File: src/design/oled_controller_command_and_ram_write_macros.svh
// Assertion helpers shared by the blocks of the OLED controller.
// Every check is clocked on i_clk and is switched off while i_rst_n is low.
`ifndef OLED_CONTROLLER_COMMAND_AND_RAM_WRITE_MACROS_SVH
`define OLED_CONTROLLER_COMMAND_AND_RAM_WRITE_MACROS_SVH

// The consequent must hold in the same cycle as the antecedent.
`define OCRW_ASSERT_SAME(label, ante, cons, msg) \
    label: assert property (@(posedge i_clk) disable iff (!i_rst_n) (ante) |-> (cons)) \
        else $error(msg);

// The consequent must hold in the cycle after the antecedent.
`define OCRW_ASSERT_NEXT(label, ante, cons, msg) \
    label: assert property (@(posedge i_clk) disable iff (!i_rst_n) (ante) |=> (cons)) \
        else $error(msg);

`endif

File: src/design/ocrw_pkg.sv
package ocrw_pkg;

    // Default limits of the panel that the RAM can address.
    localparam int MAX_WIDTH_DEF  = 128;
    localparam int MAX_HEIGHT_DEF = 64;
    // Number of jobs that can wait between the decoder and the pixel generator.
    localparam int QUEUE_DEPTH    = 2;

    // Configuration register indexes.
    localparam logic [1:0] CFG_PANEL_WIDTH  = 2'd0;
    localparam logic [1:0] CFG_PANEL_HEIGHT = 2'd1;
    localparam logic [1:0] CFG_INVERT_POL   = 2'd2;

    // Reset values of the configuration registers.
    localparam logic [7:0] PANEL_WIDTH_RST  = 8'd128;
    localparam logic [6:0] PANEL_HEIGHT_RST = 7'd64;

    // Addressing modes.
    localparam logic [1:0] ADDR_HORIZONTAL = 2'd0;
    localparam logic [1:0] ADDR_VERTICAL   = 2'd1;
    localparam logic [1:0] ADDR_PAGE       = 2'd2;

    // Command codes.
    localparam logic [7:0] CMD_ADDR_MODE    = 8'h20;
    localparam logic [7:0] CMD_COL_WINDOW   = 8'h21;
    localparam logic [7:0] CMD_PAGE_WINDOW  = 8'h22;
    localparam logic [7:0] CMD_CONTRAST     = 8'h81;
    localparam logic [7:0] CMD_SEG_NORMAL   = 8'hA0;
    localparam logic [7:0] CMD_SEG_REMAP    = 8'hA1;
    localparam logic [7:0] CMD_DISP_NORMAL  = 8'hA6;
    localparam logic [7:0] CMD_DISP_INVERT  = 8'hA7;
    localparam logic [7:0] CMD_MUX_RATIO    = 8'hA8;
    localparam logic [7:0] CMD_DISP_OFF     = 8'hAE;
    localparam logic [7:0] CMD_DISP_ON      = 8'hAF;
    localparam logic [7:0] CMD_COM_NORMAL   = 8'hC0;
    localparam logic [7:0] CMD_COM_FLIP     = 8'hC8;
    localparam logic [7:0] CMD_DISP_OFFSET  = 8'hD3;
    localparam logic [7:0] CMD_CLOCK_DIV    = 8'hD5;
    localparam logic [7:0] CMD_PRECHARGE    = 8'hD9;
    localparam logic [7:0] CMD_COM_PINS     = 8'hDA;
    localparam logic [7:0] CMD_VCOMH        = 8'hDB;
    localparam logic [7:0] CMD_COL_LOW_FIRST  = 8'h00;
    localparam logic [7:0] CMD_COL_LOW_LAST   = 8'h0F;
    localparam logic [7:0] CMD_COL_HIGH_FIRST = 8'h10;
    localparam logic [7:0] CMD_COL_HIGH_LAST  = 8'h1F;
    localparam logic [7:0] CMD_START_LINE_FIRST = 8'h40;
    localparam logic [7:0] CMD_START_LINE_LAST  = 8'h7F;
    localparam logic [7:0] CMD_PAGE_START_FIRST = 8'hB0;
    localparam logic [7:0] CMD_PAGE_START_LAST  = 8'hB7;

    // One data byte as handed from the decoder to the pixel generator.
    typedef struct packed {
        logic [7:0] mask;       // bits whose pixel falls inside the panel
        logic [6:0] row_base;   // write row of bit 0
        logic [6:0] height;     // effective panel height
        logic       com_flip;
        logic [6:0] pcol;       // physical column, flipping already applied
        logic [7:0] data;
        logic       disp_on;
        logic       disp_inv;
    } t_job;

endpackage

File: src/design/ocrw_decoder.sv
`include "oled_controller_command_and_ram_write_macros.svh"

module ocrw_decoder #(
    parameter int MAX_WIDTH  = ocrw_pkg::MAX_WIDTH_DEF,
    parameter int MAX_HEIGHT = ocrw_pkg::MAX_HEIGHT_DEF
) (
    input  logic              i_clk,
    input  logic              i_rst_n,
    input  logic              i_cfg_we,
    input  logic [1:0]        i_cfg_index,
    input  logic [7:0]        i_cfg_wdata,
    input  logic              i_valid,
    input  logic              i_is_data,
    input  logic [7:0]        i_byte_value,
    output logic              o_job_push,
    output ocrw_pkg::t_job    o_job
);
    import ocrw_pkg::*;

    logic [7:0] r_panel_width;
    logic [6:0] r_panel_height;
    logic       r_invert_pol;

    logic [1:0] r_addr_mode,  n_addr_mode;
    logic       r_seg_remap,  n_seg_remap;
    logic       r_com_flip,   n_com_flip;
    logic [1:0] r_params_left, n_params_left;
    logic [7:0] r_cur_cmd,    n_cur_cmd;
    logic       r_param_idx,  n_param_idx;
    logic [3:0] r_col_lo,     n_col_lo;
    logic [3:0] r_col_hi,     n_col_hi;
    logic [7:0] r_col_start,  n_col_start;
    logic [7:0] r_col_end,    n_col_end;
    logic [5:0] r_row_start,  n_row_start;
    logic [5:0] r_row_end,    n_row_end;
    logic [7:0] r_wcol,       n_wcol;
    logic [6:0] r_wrow,       n_wrow;
    logic       r_disp_on,    n_disp_on;
    logic       r_disp_inv,   n_disp_inv;

    logic [7:0] eff_w;
    logic [6:0] eff_h;
    logic [8:0] col_inc;
    logic       col_wrap;
    logic [7:0] col_next;
    logic [7:0] row_inc;
    logic       row_wrap;
    logic [6:0] row_next;

    assign eff_w = ({1'b0, r_panel_width} > 9'(MAX_WIDTH)) ? 8'(MAX_WIDTH) : r_panel_width;
    assign eff_h = ({1'b0, r_panel_height} > 8'(MAX_HEIGHT)) ? 7'(MAX_HEIGHT)
                                                            : r_panel_height;

    // Pointer advance after a data byte.
    assign col_inc  = {1'b0, r_wcol} + 9'd1;
    assign col_wrap = col_inc > {1'b0, r_col_end};
    assign col_next = col_wrap ? r_col_start : col_inc[7:0];
    assign row_inc  = {1'b0, r_wrow} + 8'd8;
    assign row_wrap = row_inc > {2'b00, r_row_end};
    assign row_next = row_wrap ? {1'b0, r_row_start} : row_inc[6:0];

    function automatic logic [7:0] nibble_column(input logic [3:0] hi, input logic [3:0] lo,
                                                 input logic [7:0] w);
        logic [7:0] c;
        c = {hi, lo};
        if (w == 8'd0) begin
            c = 8'd0;
        end else if (c >= w) begin
            c = w - 8'd1;
        end
        return c;
    endfunction

    always_comb begin
        logic [2:0] p;
        logic [5:0] e;
        logic [7:0] b;
        n_addr_mode   = r_addr_mode;
        n_seg_remap   = r_seg_remap;
        n_com_flip    = r_com_flip;
        n_params_left = r_params_left;
        n_cur_cmd     = r_cur_cmd;
        n_param_idx   = r_param_idx;
        n_col_lo      = r_col_lo;
        n_col_hi      = r_col_hi;
        n_col_start   = r_col_start;
        n_col_end     = r_col_end;
        n_row_start   = r_row_start;
        n_row_end     = r_row_end;
        n_wcol        = r_wcol;
        n_wrow        = r_wrow;
        n_disp_on     = r_disp_on;
        n_disp_inv    = r_disp_inv;
        b             = i_byte_value;
        p             = i_byte_value[2:0];
        e             = {p, 3'b111};
        o_job_push    = 1'b0;

        o_job.row_base = r_wrow;
        o_job.height   = eff_h;
        o_job.com_flip = r_com_flip;
        o_job.pcol     = r_seg_remap ? 7'(eff_w - 8'd1 - r_wcol) : r_wcol[6:0];
        o_job.data     = i_byte_value;
        o_job.disp_on  = r_disp_on;
        o_job.disp_inv = r_disp_inv;
        for (int k = 0; k < 8; k++) begin
            o_job.mask[k] = (({1'b0, r_wrow} + 8'(k)) < {1'b0, eff_h}) && (r_wcol < eff_w);
        end

        if (i_valid) begin
            if (i_is_data) begin
                o_job_push = (o_job.mask != 8'd0);
                case (r_addr_mode)
                    ADDR_HORIZONTAL: begin
                        if (col_wrap) begin
                            n_wcol = r_col_start;
                            n_wrow = row_next;
                        end else begin
                            n_wcol = col_inc[7:0];
                        end
                    end
                    ADDR_VERTICAL: begin
                        n_wrow = row_next;
                        if (row_wrap) begin
                            n_wcol = col_next;
                        end
                    end
                    default: begin
                        n_wcol = col_next;
                    end
                endcase
            end else if (r_params_left != 2'd0) begin
                n_params_left = r_params_left - 2'd1;
                n_param_idx   = 1'b1;
                case (r_cur_cmd)
                    CMD_ADDR_MODE: begin
                        n_addr_mode = b[1:0];
                    end
                    CMD_COL_WINDOW: begin
                        if (!r_param_idx) begin
                            n_col_start = b;
                            n_wcol      = b;
                        end else begin
                            n_col_end = b;
                        end
                    end
                    CMD_PAGE_WINDOW: begin
                        if (!r_param_idx) begin
                            n_row_start = {p, 3'b000};
                            n_wrow      = {1'b0, p, 3'b000};
                        end else begin
                            if ({1'b0, e} >= eff_h) begin
                                e = (eff_h == 7'd0) ? 6'd0 : 6'(eff_h - 7'd1);
                            end
                            n_row_end = e;
                        end
                    end
                    default: begin
                    end
                endcase
            end else begin
                n_cur_cmd     = b;
                n_param_idx   = 1'b0;
                n_params_left = 2'd0;
                if (b inside {[CMD_START_LINE_FIRST:CMD_START_LINE_LAST]}) begin
                    // Start line is not modeled.
                end else if (b inside {[CMD_PAGE_START_FIRST:CMD_PAGE_START_LAST]}) begin
                    n_wrow = {1'b0, p, 3'b000};
                    n_wcol = r_col_start;
                end else if (b inside {[CMD_COL_LOW_FIRST:CMD_COL_LOW_LAST]}) begin
                    n_col_lo = b[3:0];
                    n_wcol   = nibble_column(r_col_hi, b[3:0], eff_w);
                end else if (b inside {[CMD_COL_HIGH_FIRST:CMD_COL_HIGH_LAST]}) begin
                    n_col_hi = b[3:0];
                    n_wcol   = nibble_column(b[3:0], r_col_lo, eff_w);
                end else begin
                    case (b)
                        CMD_DISP_OFF:    n_disp_on   = 1'b0;
                        CMD_DISP_ON:     n_disp_on   = 1'b1;
                        CMD_DISP_NORMAL: n_disp_inv  = r_invert_pol;
                        CMD_DISP_INVERT: n_disp_inv  = ~r_invert_pol;
                        CMD_SEG_NORMAL:  n_seg_remap = 1'b0;
                        CMD_SEG_REMAP:   n_seg_remap = 1'b1;
                        CMD_COM_NORMAL:  n_com_flip  = 1'b0;
                        CMD_COM_FLIP:    n_com_flip  = 1'b1;
                        CMD_ADDR_MODE:   n_params_left = 2'd1;
                        CMD_COL_WINDOW, CMD_PAGE_WINDOW: n_params_left = 2'd2;
                        CMD_CONTRAST, CMD_MUX_RATIO, CMD_DISP_OFFSET, CMD_CLOCK_DIV,
                        CMD_PRECHARGE, CMD_COM_PINS, CMD_VCOMH: n_params_left = 2'd1;
                        default: begin
                        end
                    endcase
                end
            end
        end
    end

    always_ff @(posedge i_clk) begin
        if (!i_rst_n) begin
            r_panel_width  <= PANEL_WIDTH_RST;
            r_panel_height <= PANEL_HEIGHT_RST;
            r_invert_pol   <= 1'b0;
        end else if (i_cfg_we) begin
            case (i_cfg_index)
                CFG_PANEL_WIDTH:  r_panel_width  <= i_cfg_wdata;
                CFG_PANEL_HEIGHT: r_panel_height <= i_cfg_wdata[6:0];
                CFG_INVERT_POL:   r_invert_pol   <= i_cfg_wdata[0];
                default: begin
                end
            endcase
        end
    end

    always_ff @(posedge i_clk) begin
        if (!i_rst_n) begin
            r_addr_mode   <= ADDR_PAGE;
            r_seg_remap   <= 1'b0;
            r_com_flip    <= 1'b0;
            r_params_left <= 2'd0;
            r_cur_cmd     <= 8'd0;
            r_param_idx   <= 1'b0;
            r_col_lo      <= 4'd0;
            r_col_hi      <= 4'd0;
            r_col_start   <= 8'd0;
            r_col_end     <= PANEL_WIDTH_RST - 8'd1;
            r_row_start   <= 6'd0;
            r_row_end     <= 6'(PANEL_HEIGHT_RST - 7'd1);
            r_wcol        <= 8'd0;
            r_wrow        <= 7'd0;
            r_disp_on     <= 1'b0;
            r_disp_inv    <= 1'b0;
        end else begin
            r_addr_mode   <= n_addr_mode;
            r_seg_remap   <= n_seg_remap;
            r_com_flip    <= n_com_flip;
            r_params_left <= n_params_left;
            r_cur_cmd     <= n_cur_cmd;
            r_param_idx   <= n_param_idx;
            r_col_lo      <= n_col_lo;
            r_col_hi      <= n_col_hi;
            r_col_start   <= n_col_start;
            r_col_end     <= n_col_end;
            r_row_start   <= n_row_start;
            r_row_end     <= n_row_end;
            r_wcol        <= n_wcol;
            r_wrow        <= n_wrow;
            r_disp_on     <= n_disp_on;
            r_disp_inv    <= n_disp_inv;
        end
    end

    `OCRW_ASSERT_SAME(a_push_has_pixels, o_job_push, o_job.mask != 8'd0 && i_is_data,
        "job pushed without a pixel inside the panel")
    `OCRW_ASSERT_NEXT(a_param_count, i_valid && !i_is_data && r_params_left != 2'd0,
        r_param_idx && r_params_left == $past(r_params_left) - 2'd1,
        "parameter count did not step down")
    `OCRW_ASSERT_NEXT(a_page_end_inside,
        i_valid && !i_is_data && r_params_left != 2'd0 && r_cur_cmd == CMD_PAGE_WINDOW
        && r_param_idx,
        {1'b0, r_row_end} < eff_h || eff_h == 7'd0,
        "page end beyond panel height")

endmodule

File: src/design/ocrw_queue.sv
`include "oled_controller_command_and_ram_write_macros.svh"

module ocrw_queue #(
    parameter int DEPTH = ocrw_pkg::QUEUE_DEPTH
) (
    input  logic              i_clk,
    input  logic              i_rst_n,
    input  logic              i_push,
    input  ocrw_pkg::t_job    i_data,
    output logic              o_full,
    input  logic              i_pop,
    output ocrw_pkg::t_job    o_data,
    output logic              o_empty
);
    import ocrw_pkg::*;

    localparam int PW = (DEPTH > 1) ? $clog2(DEPTH) : 1;
    localparam int CW = $clog2(DEPTH + 1);

    t_job          r_mem [DEPTH];
    logic [PW-1:0] r_wr_ptr;
    logic [PW-1:0] r_rd_ptr;
    logic [CW-1:0] r_count;
    logic          do_push;
    logic          do_pop;

    assign o_full  = (r_count == CW'(DEPTH));
    assign o_empty = (r_count == CW'(0));
    assign o_data  = r_mem[r_rd_ptr];
    assign do_push = i_push && !o_full;
    assign do_pop  = i_pop && !o_empty;

    always_ff @(posedge i_clk) begin
        if (!i_rst_n) begin
            r_wr_ptr <= '0;
            r_rd_ptr <= '0;
            r_count  <= '0;
        end else begin
            if (do_push) begin
                r_wr_ptr <= (r_wr_ptr == PW'(DEPTH - 1)) ? '0 : r_wr_ptr + PW'(1);
            end
            if (do_pop) begin
                r_rd_ptr <= (r_rd_ptr == PW'(DEPTH - 1)) ? '0 : r_rd_ptr + PW'(1);
            end
            if (do_push && !do_pop) begin
                r_count <= r_count + CW'(1);
            end else if (do_pop && !do_push) begin
                r_count <= r_count - CW'(1);
            end
        end
    end

    always_ff @(posedge i_clk) begin
        if (do_push) begin
            r_mem[r_wr_ptr] <= i_data;
        end
    end

    `OCRW_ASSERT_SAME(a_count_bound, 1'b1, r_count <= CW'(DEPTH), "queue count out of range")
    `OCRW_ASSERT_SAME(a_no_drop, i_push, !o_full, "job offered to a full queue")
    `OCRW_ASSERT_SAME(a_ptr_match, o_empty || o_full, r_wr_ptr == r_rd_ptr,
        "pointers disagree with the count")

endmodule

File: src/design/ocrw_pixel_gen.sv
`include "oled_controller_command_and_ram_write_macros.svh"

module ocrw_pixel_gen (
    input  logic              i_clk,
    input  logic              i_rst_n,
    input  ocrw_pkg::t_job    i_job,
    input  logic              i_job_empty,
    output logic              o_job_pop,
    input  logic              i_pop,
    output logic              o_empty,
    output logic [5:0]        o_pixel_row,
    output logic [6:0]        o_pixel_col,
    output logic              o_pixel_on,
    output logic              o_display_enabled,
    output logic              o_display_inverted,
    output logic              o_last
);
    import ocrw_pkg::*;

    logic       r_busy;
    logic [7:0] r_rem;
    t_job       r_job;
    logic       r_out_valid;
    logic [5:0] r_out_row;
    logic [6:0] r_out_col;
    logic       r_out_on;
    logic       r_out_en;
    logic       r_out_inv;
    logic       r_out_last;

    logic [2:0] sel;
    logic [7:0] rem_next;
    logic       sel_last;
    logic       emit;
    logic [7:0] row;
    logic [7:0] prow;

    // Lowest bit still to be written.
    always_comb begin
        sel = 3'd0;
        for (int k = 7; k >= 0; k--) begin
            if (r_rem[k]) begin
                sel = 3'(k);
            end
        end
    end

    assign rem_next  = r_rem & ~(8'd1 << sel);
    assign sel_last  = (rem_next == 8'd0);
    assign emit      = r_busy && (!r_out_valid || i_pop);
    assign o_job_pop = !i_job_empty && (!r_busy || (emit && sel_last));
    assign row       = {1'b0, r_job.row_base} + {5'd0, sel};
    assign prow      = r_job.com_flip ? ({1'b0, r_job.height} - 8'd1 - row) : row;

    always_ff @(posedge i_clk) begin
        if (!i_rst_n) begin
            r_busy      <= 1'b0;
            r_out_valid <= 1'b0;
        end else begin
            if (o_job_pop) begin
                r_busy <= 1'b1;
            end else if (emit && sel_last) begin
                r_busy <= 1'b0;
            end
            if (emit) begin
                r_out_valid <= 1'b1;
            end else if (i_pop) begin
                r_out_valid <= 1'b0;
            end
        end
    end

    always_ff @(posedge i_clk) begin
        if (o_job_pop) begin
            r_rem <= i_job.mask;
            r_job <= i_job;
        end else if (emit) begin
            r_rem <= rem_next;
        end
        if (emit) begin
            r_out_row  <= prow[5:0];
            r_out_col  <= r_job.pcol;
            r_out_on   <= r_job.data[sel];
            r_out_en   <= r_job.disp_on;
            r_out_inv  <= r_job.disp_inv;
            r_out_last <= sel_last;
        end
    end

    assign o_empty            = !r_out_valid;
    assign o_pixel_row        = r_out_row;
    assign o_pixel_col        = r_out_col;
    assign o_pixel_on         = r_out_on;
    assign o_display_enabled  = r_out_en;
    assign o_display_inverted = r_out_inv;
    assign o_last             = r_out_last;

    `OCRW_ASSERT_SAME(a_busy_has_work, r_busy, r_rem != 8'd0, "busy with no pixel left")
    `OCRW_ASSERT_SAME(a_job_not_blank, o_job_pop, i_job.mask != 8'd0, "blank job taken")
    `OCRW_ASSERT_NEXT(a_stay_busy, emit && !sel_last, r_busy, "job dropped before its end")
    `OCRW_ASSERT_SAME(a_row_inside, emit, row < {1'b0, r_job.height},
        "pixel row outside the panel")

endmodule

File: src/design/oled_controller_command_and_ram_write.sv
// OLED controller front end: command decoding and display RAM pixel writes.
// Input channel: a byte with its command/data flag is offered on i_is_data and
// i_byte_value with push; the transaction completes on a clock edge with push
// high and full low. Command and parameter bytes update the controller state
// and give no result. A data byte gives one pixel write for each of its eight
// bits that lands inside the panel, bit 0 on top, and the last of them has
// o_last set; a byte that lands fully outside the panel gives nothing.
// Output channel: the oldest pixel write is shown while empty is low, and a
// transaction completes on a clock edge with pop high and empty low.
// A data byte passes from the job queue into the generator's job register and
// then, pixel by pixel, into the output register. The pixel generator gives
// one pixel per cycle while the receiver takes them; command bytes are handled
// in the decoder alone and never reach the generator.
// The decoder and the generator are split by a two-entry job queue, so bytes
// keep being accepted while pixels drain, until the queue fills.
// When the receiver stalls, the output register holds its pixel, the generator
// stops, the queue fills and full rises. Reset (synchronous, i_rst_n low)
// empties all queues and restores the panel size, addressing and flags.
// Configuration writes take effect on the next edge; they are meant for times
// when no byte is still being worked on.
module oled_controller_command_and_ram_write #(
    parameter int MAX_WIDTH  = ocrw_pkg::MAX_WIDTH_DEF,
    parameter int MAX_HEIGHT = ocrw_pkg::MAX_HEIGHT_DEF,
    parameter int Q_DEPTH    = ocrw_pkg::QUEUE_DEPTH
) (
    input  logic       i_clk,
    input  logic       i_rst_n,
    // Configuration write port.
    input  logic       i_cfg_we,
    input  logic [1:0] i_cfg_index,
    input  logic [7:0] i_cfg_wdata,
    // Byte input channel.
    input  logic       push,
    output logic       full,
    input  logic       i_is_data,
    input  logic [7:0] i_byte_value,
    // Pixel output channel.
    output logic       empty,
    input  logic       pop,
    output logic [5:0] o_pixel_row,
    output logic [6:0] o_pixel_col,
    output logic       o_pixel_on,
    output logic       o_display_enabled,
    output logic       o_display_inverted,
    output logic       o_last
);
    import ocrw_pkg::*;

    logic in_take;
    logic job_push;
    t_job job_in;
    t_job job_out;
    logic q_full;
    logic q_empty;
    logic q_pop;

    // The decoder takes one byte per cycle whenever the queue has room; it
    // never stalls on its own.
    assign full    = q_full;
    assign in_take = push && !q_full;

    ocrw_decoder #(
        .MAX_WIDTH (MAX_WIDTH),
        .MAX_HEIGHT(MAX_HEIGHT)
    ) u_decoder (
        .i_clk       (i_clk),
        .i_rst_n     (i_rst_n),
        .i_cfg_we    (i_cfg_we),
        .i_cfg_index (i_cfg_index),
        .i_cfg_wdata (i_cfg_wdata),
        .i_valid     (in_take),
        .i_is_data   (i_is_data),
        .i_byte_value(i_byte_value),
        .o_job_push  (job_push),
        .o_job       (job_in)
    );

    // Data bytes with at least one visible pixel wait here for the generator.
    ocrw_queue #(
        .DEPTH(Q_DEPTH)
    ) u_queue (
        .i_clk  (i_clk),
        .i_rst_n(i_rst_n),
        .i_push (job_push),
        .i_data (job_in),
        .o_full (q_full),
        .i_pop  (q_pop),
        .o_data (job_out),
        .o_empty(q_empty)
    );

    // The generator walks the set bits of each job, one pixel per cycle while the
    // receiver takes them, into a single output register.
    ocrw_pixel_gen u_pixel_gen (
        .i_clk             (i_clk),
        .i_rst_n           (i_rst_n),
        .i_job             (job_out),
        .i_job_empty       (q_empty),
        .o_job_pop         (q_pop),
        .i_pop             (pop),
        .o_empty           (empty),
        .o_pixel_row       (o_pixel_row),
        .o_pixel_col       (o_pixel_col),
        .o_pixel_on        (o_pixel_on),
        .o_display_enabled (o_display_enabled),
        .o_display_inverted(o_display_inverted),
        .o_last            (o_last)
    );

endmodule

File: config.mk
export PLATFORM = sky130hd
export DESIGN_NAME = oled_controller_command_and_ram_write
export DESIGN_NICKNAME = d
export VERILOG_FILES = /design/src/design/ocrw_pkg.sv /design/src/design/ocrw_decoder.sv /design/src/design/ocrw_queue.sv /design/src/design/ocrw_pixel_gen.sv /design/src/design/oled_controller_command_and_ram_write.sv
export VERILOG_INCLUDE_DIRS = /design/src /design/src/design
export SDC_FILE = /design/constraint.sdc
export NUM_CORES = 1
export LEC_CHECK = 0
export BUFFER_PORTS_ARGS = -buffer_cell sky130_fd_sc_hd__buf_2
export CAP_MARGIN = 30
export CORE_MARGIN = 1
export CORE_UTILIZATION = 62
export CTS_CLUSTER_DIAMETER = 50
export DETAILED_ROUTE_END_ITERATION = 12
export PLACE_DENSITY_LB_ADDON = 0.15
export SYNTH_ARGS = -nofsm -noshare
export SYNTH_HDL_FRONTEND = slang
export SYNTH_SLANG_ARGS = --single-unit
File: constraint.sdc
create_clock -name i_clk -period 5.12 [get_ports i_clk]
set_input_delay 0.256 -clock i_clk [delete_from_list [all_inputs] [get_ports i_clk]]
set_output_delay 0.256 -clock i_clk [all_outputs]
set_load 0.005 [all_outputs]
==> results.md, run 1 <==
- The run finished with clean final reports.
- On the worst path, the slowest cell contributes a delay of 0.89 ns.
- Sorting the synthesized cells by area gives the leading types as sky130_fd_sc_hd__edfxtp_1, sky130_fd_sc_hd__dfxtp_1, sky130_fd_sc_hd__ha_1.
- The final total negative setup slack is 0 ns.
- After detailed routing, the average wire length per cell comes to 19.5 um.
- The floorplan step defined a die boundary enclosing 18,300 um2.
- The count of buffers added on input and output ports is 42.
- The worst pin sits at a relative slew slack of 32.5%.
- The gate count of the mapped netlist is 1,014.
- The detailed router finished its first iteration with 471 violations.
- The first-pass detailed-route iteration total is 5.
- The count of flip-flops with a built-in enable after synthesis is 122.
- The timing-limited maximum frequency is 251 MHz.
- The share of final-layout standard cells stronger than drive strength 1 is 13.1%.
- Traced cell by cell, the critical path runs through inv_1 -> nand2_1 -> ha_1 -> nor2b_1 -> o2111a_1 -> a211oi_1 -> a21oi_1 -> o32ai_1 -> nor2b_2 -> buf_4.
- For the pin with the worst max-slew slack, the measured transition is 1.01 ns.
- The number of H-tree levels is 1.
- The congestion estimate from routability-driven global placement came to 0.971.
- The synthesis-stage register bit count is 207.
- The mean post-synth cell area is 10.8 um2.
- The utilization after layout is 70.7%.
- The number of nets in the final layout is 1,138.
- The cell area that synthesis handed to floorplanning was 11,000 um2.
- The tightest hold path in the finished design has a slack of 0.0153 ns.
- The total congestion overflow after global routing is 0.
- The source-to-sink clock delay at the later pin of the worst-skew pair is 0.50 ns.
- The nature of the critical path startpoint is a flop.
- The number of maximum-capacitance constraint violations is 0.
- The post-synth net total is 1,110.
- In the synthesized netlist the async set-or-reset flop fraction comes to 0%.
- The total via count after detailed routing is 7,862.
- The worst setup path is of the flop to flop kind.
- The half-perimeter wire length of the detailed placement result is 17.1 mm.
- The total setup violations reported at the end of the flow is 0.
- The largest individual stage delay along the critical path comes from the cell sky130_fd_sc_hd__nor2b_2.
- The fraction of synthesized cell area taken by the top area cell type is 33.3%.
- The power density over the cells is 457 nW/um2.
- For this run, the leading register cell type out of synthesis is sky130_fd_sc_hd__edfxtp_1.
- The I/O pin total is 43.
- For the worst setup path, the data required time is 5.33 ns.
- The TritonCTS clock tree is yes.
- The core region is 17,300 um2.
- The worst setup path is captured at a flop.
- The number of buffers and inverters on the critical path is 2.
- Once detail routing completed, the nets flagged for antenna violations numbered 0.
- The via count of the first global-routing pass is 7,536.
- The vertical die dimension is 135 um.
- The floorplan has 48 rows.
- The number of antenna violations at the first check in global routing came to 0.
- The area of placed instances is 11,400 um2.
- Counting every sink on the clock net gives 207.
- For this design the static power due to leakage is 4.88 nW.
- The type of the most critical hold path is primary input to flop.
- The antenna diode instance count is 0.
- The total of cells resized after clock tree synthesis is 0.
- The count of final hold-check violations is 0.
- Summing the sequential cell areas from Yosys gives 48.8% of the chip area.
- The number of distinct standard cells referenced by the synthesized netlist is 77.
- The shortest period the worst path allows is 3.98 ns.
- The area added between synthesis and finish is 11.3%.
- In this run the worst path has a maximum fanout of 19.
- The cell family with the largest share of critical-path delay is compound AO/OA/AOI/OAI gates.
- The first global-routing pass estimated 39.7 mm of wire.
- The effective utilization at floorplan is 63.6%.
- The largest net degree at the start of global routing is 58.
- For the worst setup path, the data arrival time is 4.19 ns.
- The final max-slew violation count came to 0.
- The number of buffers inserted for hold repair after clock tree synthesis is 0.
- In this run the horizontal extent of the chip is 135 um.
- The number of buffers inserted by post-CTS setup repair is 0.
- Clock tree synthesis selected as its root buffer the cell sky130_fd_sc_hd__clkbuf_16.
- After filler insertion, the fill cell instance count of the layout stands at 1,281.
- The total CTS buffers is 23.
- For this run, design rule violations remaining after detail routing come to 0.
- The total global routing track utilization is 28.1%.
- The detail-routed via count per cell is 6.13.
- The dominant cell by count in the synthesized netlist is sky130_fd_sc_hd__edfxtp_1.
- After layout, the worst path uses 77.7% of the clock period.
- VDD sags by at most 343 uV.
- The largest total area in the synthesized netlist belongs to sky130_fd_sc_hd__edfxtp_1.
- Clock-pin slew was measured on the worst setup and hold paths at 0.06 ns.
- The number of warnings issued by yosys is 0.
- The finished cells cover 12,200 um2.
- By count the netlist is led by sky130_fd_sc_hd__edfxtp_1, sky130_fd_sc_hd__dfxtp_1, sky130_fd_sc_hd__nand2_1, sky130_fd_sc_hd__ha_1, sky130_fd_sc_hd__mux2i_1.
- The longest clock path from root to sink contains 3 buffers.
- Setup repair after global routing left no endpoint under its margin.
- Wires add up to 25.0 mm.
- The worst setup skew after layout is 0.0191 ns.
-- flip-flops by register name, summed over array words and instances (netlist names), 6 cells and up, named ones only --
| register | cells |
|---|---|
| u_decoder.r_col_end | 8 |
| u_decoder.r_col_start | 8 |
| u_decoder.r_cur_cmd | 8 |
| u_decoder.r_panel_height | 7 |
| u_decoder.r_panel_width | 8 |
| u_decoder.r_row_end | 6 |
| u_decoder.r_wcol | 8 |
| u_pixel_gen.o_pixel_col | 7 |
| u_pixel_gen.o_pixel_row | 6 |
| u_pixel_gen.r_job | 27 |
| u_pixel_gen.r_rem | 8 |
| u_queue.r_mem | 70 |
-- cell families after synthesis --
group | after synthesis | share of synthesized area, %
buffers and inverters | 102 | 3.53
adders and majority gates | 74 | 8.52
and+or+nand+nor | 297 | 14.3
muxes | 95 | 9.22
other | 1 | 0.0341
xor gates and xnor gates | 27 | 2.22
DFF | 207 | 48.8
AOI/OAI and AO/OA | 211 | 13.4
-- worst reg2reg max path: cells and delay by family (launching register included) --
kind,cells,cell delay [ns]
AOI/OAI and AO/OA,4,1.24
adders and majority gates,1,0.32
buffers and inverters,2,0.61
DFF,1,0.32
and+or+nand+nor,3,1.22
-- per-stage QoR --
stage               setup WS (ns)  instances  power, W
finish                       1.14       1283   0.00559
global route                0.702       1283   0.00585
CTS                          1.10       1283   0.00562
detailed placement           1.10       1242   0.00377
global placement             1.24       1242   0.00372
floorplan                   0.750       1014   0.00340
-- cell type report --
| type | count | area (um2) | share of cell area [%] |
|---|---|---|---|
| timing repair buffer | 52 | 285 | 2.33 |
| clock buffer | 31 | 677 | 5.53 |
| inverter | 53 | 204 | 1.67 |
| clock inverter | 10 | 178 | 1.45 |
| tap | 225 | 282 | 2.30 |
| multi-input combinational | 705 | 5250 | 42.9 |
| sequential | 207 | 5370 | 43.8 |
-- layer usage --
layer  share of wire, %  vias up  global-route usage (%)
met5                  0        -                       0
met2                 46      266                    46.1
met4                2.8        0                    9.30
met1                 45     3745                    38.3
li1                   -     3803                       -
met3                6.2       48                    4.04
-- path summary, 6_finish.rpt --
| path | end | slack [ns] | cells past startpoint | start |
|---|---|---|---|---|
| worst max register to register | u_queue.r_mem[0][14]$_DFFE_PP_ | 1.14 | 10 | u_decoder.r_panel_width[7]$_SDFFE_PN1P_ |
| worst max-delay path | u_queue.r_mem[0][14]$_DFFE_PP_ | 1.14 | 10 | u_decoder.r_panel_width[7]$_SDFFE_PN1P_ |
| worst min register to register | u_pixel_gen.o_display_enabled$_DFFE_PP_ | 0.42 | 0 | u_pixel_gen.r_job[1]$_DFFE_PN_ |
| worst min-delay path | u_decoder.r_panel_width[7]$_SDFFE_PN1P_ | 0.02 | 3 | i_cfg_wdata[7] |
-- cells in the final DEF (no fill, tap or decap), types with 10 or more instances in the layout --
cell type	count
sky130_fd_sc_hd__edfxtp_1	122
sky130_fd_sc_hd__dfxtp_1	85
sky130_fd_sc_hd__nand2_1	73
sky130_fd_sc_hd__ha_1	70
sky130_fd_sc_hd__mux2i_1	63
sky130_fd_sc_hd__nor2b_1	54
sky130_fd_sc_hd__inv_1	50
sky130_fd_sc_hd__nor2_1	49
sky130_fd_sc_hd__buf_2	42
sky130_fd_sc_hd__o21ai_0	41
sky130_fd_sc_hd__a21oi_1	35
sky130_fd_sc_hd__mux2_2	30
sky130_fd_sc_hd__o211ai_1	26
sky130_fd_sc_hd__clkbuf_16	24
sky130_fd_sc_hd__nand3_1	20
sky130_fd_sc_hd__xnor2_1	19
sky130_fd_sc_hd__nor3_1	17
sky130_fd_sc_hd__a21o_1	14
sky130_fd_sc_hd__nand2b_1	14
sky130_fd_sc_hd__and2_1	14
sky130_fd_sc_hd__buf_4	10
-- power by group --
group / internal [W] / leakage [nW] / switching (W)
Clock: 0.00114 / 0.422 / 0.000673
Combinational: 0.000581 / 2.63 / 0.000756
Sequential: 0.00223 / 1.83 / 0.000202
Total: 0.00396 / 4.88 / 0.00163
(Power assumes the default switching activity.)
==> run 2: changes to the inputs <==
--- a/config.mk
+++ b/config.mk
@@ -9,7 +9,7 @@
 export BUFFER_PORTS_ARGS = -buffer_cell sky130_fd_sc_hd__buf_2
 export CAP_MARGIN = 30
 export CORE_MARGIN = 1
-export CORE_UTILIZATION = 62
+export CORE_UTILIZATION = 56
 export CTS_CLUSTER_DIAMETER = 50
 export DETAILED_ROUTE_END_ITERATION = 12
 export PLACE_DENSITY_LB_ADDON = 0.15
==> constraint.sdc (replaced) <==
create_clock -name i_clk -period 3.6 [get_ports i_clk]
set_input_delay 0.18 -clock i_clk [delete_from_list [all_inputs] [get_ports i_clk]]
set_output_delay 0.18 -clock i_clk [all_outputs]
set_load 0.005 [all_outputs]
==> run 2 against run 1 <==
Clock power is 44% higher. Critical endpoint is now u_decoder.r_wcol[1]$_SDFFE_PN0P_. Core utilization is 4.7 points lower. Hold slack better by 0.036 ns. Combinational power is 44% higher. Final cell count is 5.0% higher. Maximum frequency is 19% higher. Largest power group unchanged.
==> results.md, run 2 (synthesis gave the netlist of run 1 again) <==
- The number of flip-flops in the largest register is 70.
- The total global routing track utilization is 25.4%.
- From left edge to right edge, the die measures 142 um.
- The die covers 20,200 um2.
- The leakage power summed over all cells is 5.02 nW.
- The iteration-0 DRC count of the detailed router is 587.
- The floorplan core area is 19,000 um2.
- The I/O pin total is 43.
- The signal on the critical path passes through and3_1 -> nand3_1 -> nor2_1 -> xor2_1 -> ha_1 -> and3_1 -> a221oi_1 -> o2bb2ai_1 -> buf_4 -> mux2_2 -> o211a_1 -> o22ai_1.
- The library cells used most frequently in the layout, excluding fill and tap cells, are sky130_fd_sc_hd__edfxtp_1, sky130_fd_sc_hd__dfxtp_1, sky130_fd_sc_hd__nand2_1, sky130_fd_sc_hd__ha_1, sky130_fd_sc_hd__mux2i_1.
- From bottom edge to top edge, the die measures 142 um.
- Clock-pin slew was measured on the worst setup and hold paths at 0.06 ns.
- The number of antenna violations at the first check in global routing is 0.
- In this run the core area contains 50 standard-cell rows.
- The worst setup path is of the flop to flop kind.
- The total non-filler cell area in the finished layout is 12,500 um2.
- The final critical path takes up 93.0% of the cycle.
- The portion of total power attributed to combinational logic is 24.2%.
- Once placement completed, the tool counted placed cells totaling 1,290.
- The worst voltage drop across the vdd grid is 379 uV.
- The largest net degree at the start of global routing is 59.
- Of the total power, registers draw 43.0%.
- The first-pass detailed-route iteration total is 5.
- The clock reaches the later pin of the worst-skew pair after 0.52 ns.
- The register with the highest flop count is u_queue.r_mem.
- The total CTS buffers is 27.
- In this run the remaining antenna-violating nets after routing total 0.
- Leaving out fill and tap cells, the most frequent cell in the layout is sky130_fd_sc_hd__edfxtp_1.
- The power density over the cells is 637 nW/um2.
- The count of final hold-check violations is 0.
- The final max-slew violation count is 0.
- The share of total power in the clock network is 32.7%.
- The worst reg-to-reg setup slack is 0.25 ns.
- The via count of the first global-routing pass was 7,408.
- Global routing finished with a remaining overflow of 0.
- No sink is reached through more buffers than the 3 on the longest clock path.
- The most numerous cell on the critical path is sky130_fd_sc_hd__and3_1.
- The worst setup skew after layout is 0.0147 ns.
- STA classifies the critical path endpoint as a flop.
- After routing, the total negative slack on setup checks comes to 0 ns.
- Setup repair after global routing left no endpoint under its margin.
- The flow ran to the end, and the final reports show no timing, DRC or antenna violations.
- The last weighted congestion value of the routability-driven placer is 0.928.
- Once the clock tree was built, the setup fixing pass inserted 0 buffers.
- The number of maximum-capacitance constraint violations is 0.
- In this run the worst path has a maximum fanout of 8.
- Setup violations remaining at the end of the flow were counted as 0.
- Net switching is 29.4% of the power.
- The number of nets in the final layout is 1,163.
- The total of buffers placed on input and output ports is 42.
- The total wire length after detailed routing is 25.0 mm.
- Dividing the detail-routed wire length by the instance count gives 18.6 um.
- After legalization and detailed placement, the total HPWL measured 17.7 mm.
- CTS built an H-tree with a depth of 1.
- The global-route wire length before repair is 39.7 mm.
- The area of placed instances is 11,600 um2.
- The effective utilization at floorplan is 58.0%.
- The root buffer cell chosen for the clock tree is sky130_fd_sc_hd__clkbuf_16.
- The detail-routed via count per cell is 5.87.
- The shortest period the worst path allows is 3.35 ns.
- CTS saw 207 sinks.
- The post-placement worst setup slack is 0.336 ns.
- For this run, design rule violations remaining after detail routing come to 0.
- The cell at the slowest stage of the critical path is sky130_fd_sc_hd__dfxtp_1.
- The type of the most critical hold path is primary input to flop.
- Derived from the worst setup path, the maximum achievable clock frequency is 299 MHz.
- TritonCTS built the clock tree.
- The total via count after detailed routing is 7,911.
- For the pin with the worst max-slew slack, the measured transition is 1.01 ns.
- The fill cell total of the finished layout is 1,531.
- Relative to the synthesized area, the layout overhead comes to 13.9%.
- The signal arrival time at the worst endpoint is 3.79 ns.
- The delay of the slowest cell on the worst path is 0.50 ns.
- The net switching power is 0.00234 W.
- On the critical path the largest part of the delay comes from compound AO/OA/AOI/OAI gates.
- The nature of the critical path startpoint is a flop.
- In the post-route analysis, the smallest setup slack over all paths is 0.251 ns.
- The share of final-layout standard cells stronger than drive strength 1 is 14.8%.
- The buffering stage count on the worst path with inverters included is 1.
- The number of antenna diodes in the final layout is 0.
- In the final layout, the registers with the most flip-flops are u_queue.r_mem (70), u_pixel_gen.r_job (27).
- The non-filler instance count after layout is 1,347.
- The internal power of the cells totals 0.00564 W.
- In this run the tightest slew margin relative to its limit is 32.7%.
- STA puts the critical path data required time at 4.04 ns.
## run 2: cell count changes in the layout (fill, tap and decap cells not counted), moves of 2 or more
cell and delta:
sky130_fd_sc_hd__buf_4 +11, sky130_fd_sc_hd__dlygate4sd3_1 +8, sky130_fd_sc_hd__clkbuf_16 +3, sky130_fd_sc_hd__clkbuf_2 +3, sky130_fd_sc_hd__clkbuf_8 -3, sky130_fd_sc_hd__clkinv_4 +3
sky130_fd_sc_hd__buf_12 +2, sky130_fd_sc_hd__bufinv_16 -2, sky130_fd_sc_hd__clkinv_1 +2, sky130_fd_sc_hd__clkinv_2 +2
## run 2: area by class of cell
type                    instances  area, um2  area share, %
flip-flops and latches        207       5370           42.8
clock inverters                16        165           1.32
multi-input cells             705       5260           42.0
clock buffers                  33        722           5.76
well taps                     260        325           2.60
repair buffers                 73        488           3.90
inverters                      53        204           1.63
## run 2: through the flow
step / power, W / hold WS [ns] / util, %
floorplan: 0.00483 / 0.279 / -
global placement: 0.00536 / 0.401 / 61.0
detailed placement: 0.00541 / 0.409 / 61.0
CTS: 0.00804 / 0.0364 / 66.1
global route: 0.00843 / 0.0550 / 66.1
finish: 0.00798 / 0.0516 / 66.1
## run 2: final timing paths
kind	start	end	cells after the start
hold / removal	pop	u_pixel_gen.r_out_valid$_SDFFE_PN0P_	3
setup / recovery	u_decoder.r_wcol[2]$_SDFFE_PN0P_	u_decoder.r_wcol[1]$_SDFFE_PN0P_	12
setup reg to reg	u_decoder.r_wcol[2]$_SDFFE_PN0P_	u_decoder.r_wcol[1]$_SDFFE_PN0P_	12
hold reg to reg	u_pixel_gen.r_job[12]$_DFFE_PN_	u_pixel_gen.o_pixel_col[2]$_DFFE_PP_	0
## run 2: repair_timing
action | CTS | global route
resized for setup | 0 | 0
hold buffers | 8 | 0
endpoints found under the hold margin | 16 | 0
## run 2: routing by layer
metal | vias up | track usage [%] | routed length [um]
li1 | 3852 | - | -
met1 | 3742 | 35.5 | 11300
met2 | 273 | 40.4 | 11500
met3 | 44 | 4.31 | 1710
met4 | 0 | 7.98 | 580
met5 | - | 0 | 0
## run 2: worst min-delay path: cells and delay by family
family                 cells  cell delay [ns]
AO/OA/AOI/OAI              1             0.18
buffers and inverters      1             0.08
AND/OR/NAND/NOR            1             0.08
## run 2: power groups by stage
stage	Sequential, W	Combinational [W]	Clock, W
2_1_floorplan	0.00340	0.00143	0
3_3_place_gp	0.00346	0.00190	0
3_5_place_dp	0.00348	0.00192	0
4_1_cts	0.00344	0.00195	0.00266
5_1_grt	0.00349	0.00217	0.00276
6_report	0.00343	0.00193	0.00261
==> run 3: changes to the inputs <==
--- a/config.mk
+++ b/config.mk
@@ -13,6 +13,7 @@
 export CTS_CLUSTER_DIAMETER = 50
 export DETAILED_ROUTE_END_ITERATION = 12
 export PLACE_DENSITY_LB_ADDON = 0.15
+export SETUP_SLACK_MARGIN = 0.4
 export SYNTH_ARGS = -nofsm -noshare
 export SYNTH_HDL_FRONTEND = slang
 export SYNTH_SLANG_ARGS = --single-unit
==> run 3 against run 2 <==
Clock skew increased by 0.010 ns. Sequential share of layout area decreased by 0.13 points. Clock power decreased by 5%. Routed wire length increased by 2.3%. Clock-buffer cell count decreased by 3.
==> results.md, run 3 (synthesis gave the netlist of run 1 again) <==
- The flow ran to the end, and the final reports show no timing, DRC or antenna violations.
- The count of final hold-check violations is 0.
- In this run the power spent charging and discharging nets is 0.00238 W.
- Between clock sinks in the finished design, the worst skew comes to 0.0248 ns.
- The worst register-to-register path ends at u_queue.r_count[1]$_SDFFE_PN0P_.
- The final layout contains routed wiring with a total length of 25.6 mm.
- The half-perimeter wire length of the detailed placement result is 18.2 mm.
- Setup repair after global routing left no endpoint under its margin.
- The critical path in this run is classified as flop to flop.
- The library cells used most frequently in the layout, excluding fill and tap cells, are sky130_fd_sc_hd__edfxtp_1, sky130_fd_sc_hd__dfxtp_1, sky130_fd_sc_hd__nand2_1, sky130_fd_sc_hd__ha_1, sky130_fd_sc_hd__mux2i_1.
- The most critical setup path has its startpoint at u_decoder.r_panel_width[7]$_SDFFE_PN1P_.
- Of the cells placed in the final design, the portion with a size suffix greater than 1 is 16.3%.
- The nature of the critical path startpoint is a flop.
- Measured in cells, the most critical reg-to-reg path has a length of 11.
- The signal arrival time at the worst endpoint is 3.52 ns.
- The repair_antennas step left the layout with diodes totalling 0.
- The worst hold path belongs to the class primary input to flop.
- The timing-limited maximum frequency is 326 MHz.
- The I/O pin total is 43.
- The total setup violations reported at the end of the flow is 0.
- The first-pass detailed-route iteration total is 5.
- The detail-routed via count per cell is 5.86.
- In this run the register-to-register setup slack is 0.53 ns.
- The vertical die dimension is 142 um.
- Summing over every cut layer, the via total after detailed routing is 7,901.
- The hold path startpoint is pop.
- In this run the critical register-to-register path is launched from u_decoder.r_panel_width[7]$_SDFFE_PN1P_.
- Counting instances, the worst hold path has a depth of 3.
- At the pin with the least slew margin, the transition time is 0.943 ns.
- After floorplanning, the core was divided into 50 placement rows.
- The headroom to the max-slew limit is 36.8%.
- The internal power of the cells is 0.00557 W.
- The via count of the first global-routing pass came to 7,449.
- The maximum root-to-sink buffer count is 3.
- Max-cap violations in this run came to 0.
- The global-route wire length before repair is 39.8 mm.
- Global routing consumed, over all layers together, 25.6% of the routing resources.
- The TritonCTS sink count is 207.
- The worst hold path terminates at u_pixel_gen.r_out_valid$_SDFFE_PN0P_.
- The worst voltage drop across the vdd grid is 409 uV.
- The DRC violation count after routing is 0.
- The floorplan step defined a die boundary enclosing 20,200 um2.
- The number of H-tree levels is 1.
- Once the floorplan was initialized, standard cells occupied 58.0% of the core.
- The source-to-sink clock delay at the later pin of the worst-skew pair is 0.52 ns.
- After layout, the worst path uses 85.3% of the clock period.
- The last weighted congestion value of the routability-driven placer is 0.904.
- STA puts the critical path data required time at 4.05 ns.
- The detail route stage leaves a number of antenna-violating nets equal to 0.
- After detailed routing, the average wire length per cell comes to 19.0 um.
- The largest net degree at the start of global routing is 37.
- After floorplanning, the core was sized to cover 19,000 um2.
- In this run the worst path has a maximum fanout of 9.
- The part of the power in registers is 43.1%.
- The register with the highest flop count is u_queue.r_mem.
- Leaving out fill and tap cells, the most frequent cell in the layout is sky130_fd_sc_hd__edfxtp_1.
- The portion of total power attributed to combinational logic is 25.8%.
- The tree is rooted in a sky130_fd_sc_hd__clkbuf_16.
- The number of nets in the final layout is 1,166.
- Input and output buffers added on the ports amount to 42.
- The iteration-0 DRC count of the detailed router is 503.
- The number of antenna violations at the first check in global routing is 0.
- After clock tree synthesis, the clock-pin slew on the worst setup and hold paths is 0.06 ns.
- Net switching is 29.9% of the power.
- The kind of end point of the critical path is a flop.
- The clock network accounts for 31.0% of the total power.
- The TritonCTS clock tree is yes.
- The register with the most flip-flops in the layout has 70 of them.
- In the final timing run, aggregate negative setup slack is 0 ns.
- The shortest period the worst path allows is 3.07 ns.
- The largest registers in the layout are u_queue.r_mem (70), u_pixel_gen.r_job (27).
- The total congestion overflow after global routing is 0.
- Power spread over the standard cell area amounts to 631 nW/um2.
- After routing the design area is 12,600 um2.
- The final max-slew violation count came to 0.
- In this run the horizontal extent of the chip is 142 um.
- The leakage power summed over all cells is 5.00 nW.
- Counting the buffers created by CTS gives 25.
- The area of placed instances is 11,600 um2.
- The area growth from synthesis to layout is 14.5%.
-- run 3: metal layers --
layer  routed length, um  share of wire (%)  global-route usage, %
met1               11600                 45                   34.3
met2               11600                 45                   41.0
met3                1720                6.7                   5.55
met4                 698                2.7                   8.60
met5                   0                  0                      0
-- run 3: layout make-up --
type / instances / area [um2]
clock buffer: 30 / 664
clock inverter: 16 / 158
fill: 1489 / 6360
inverter: 53 / 206
multi-input combinational: 705 / 5330
sequential: 207 / 5380
tap: 260 / 325
timing repair buffer: 78 / 529
-- run 3: worst max-delay path, stage by stage, from the launching register on --
cell,delay (ns)
sky130_fd_sc_hd__dfxtp_1,0.33
sky130_fd_sc_hd__inv_1,0.12
sky130_fd_sc_hd__buf_4,0.18
sky130_fd_sc_hd__nand2_1,0.12
sky130_fd_sc_hd__ha_1,0.34
sky130_fd_sc_hd__a21o_1,0.23
sky130_fd_sc_hd__a211oi_4,0.32
sky130_fd_sc_hd__a21oi_2,0.15
sky130_fd_sc_hd__o32ai_4,0.35
sky130_fd_sc_hd__ha_1,0.32
sky130_fd_sc_hd__or3_1,0.38
sky130_fd_sc_hd__a21boi_0,0.16
-- run 3: worst max path at each step --
stage,to,slack (ns)
finish,u_queue.r_count[1]$_SDFFE_PN0P_,0.53
global route,u_queue.r_count[1]$_SDFFE_PN0P_,0.38
floorplan,u_queue.r_mem[0][0]$_DFFE_PP_,0.50
CTS,u_queue.r_count[1]$_SDFFE_PN0P_,0.44
global placement,u_decoder.r_wcol[1]$_SDFFE_PN0P_,0.48
detailed placement,u_queue.r_count[1]$_SDFFE_PN0P_,0.34
-- run 3: through the flow --
step | util, % | power [W] | setup slack (ns) | cells | hold WS [ns]
floorplan | - | 0.00483 | 0.504 | 1014 | 0.279
global placement | 61.0 | 0.00538 | 0.479 | 1290 | 0.403
detailed placement | 61.0 | 0.00544 | 0.336 | 1290 | 0.405
CTS | 65.8 | 0.00793 | 0.440 | 1344 | 0.0256
global route | 66.4 | 0.00834 | 0.379 | 1349 | 0.0507
finish | 66.4 | 0.00795 | 0.530 | 1349 | 0.0442
-- run 3: power by group through the flow --
| stage | Clock, W | Combinational, W | Sequential [W] |
|---|---|---|---|
| after floorplan | 0 | 0.00144 | 0.00340 |
| after CTS | 0.00251 | 0.00199 | 0.00343 |
| after detailed placement | 0 | 0.00196 | 0.00348 |
| after global placement | 0 | 0.00192 | 0.00346 |
| final | 0.00247 | 0.00205 | 0.00343 |
| after global routing | 0.00260 | 0.00226 | 0.00348 |
-- run 3: repair_timing --
action                     CTS  global route
buffers inserted             0             5
setup endpoints to repair    3            86
pin swaps                    1             1
hold endpoints to repair    16             0
resized for setup            3            20
hold buffers                 8             0
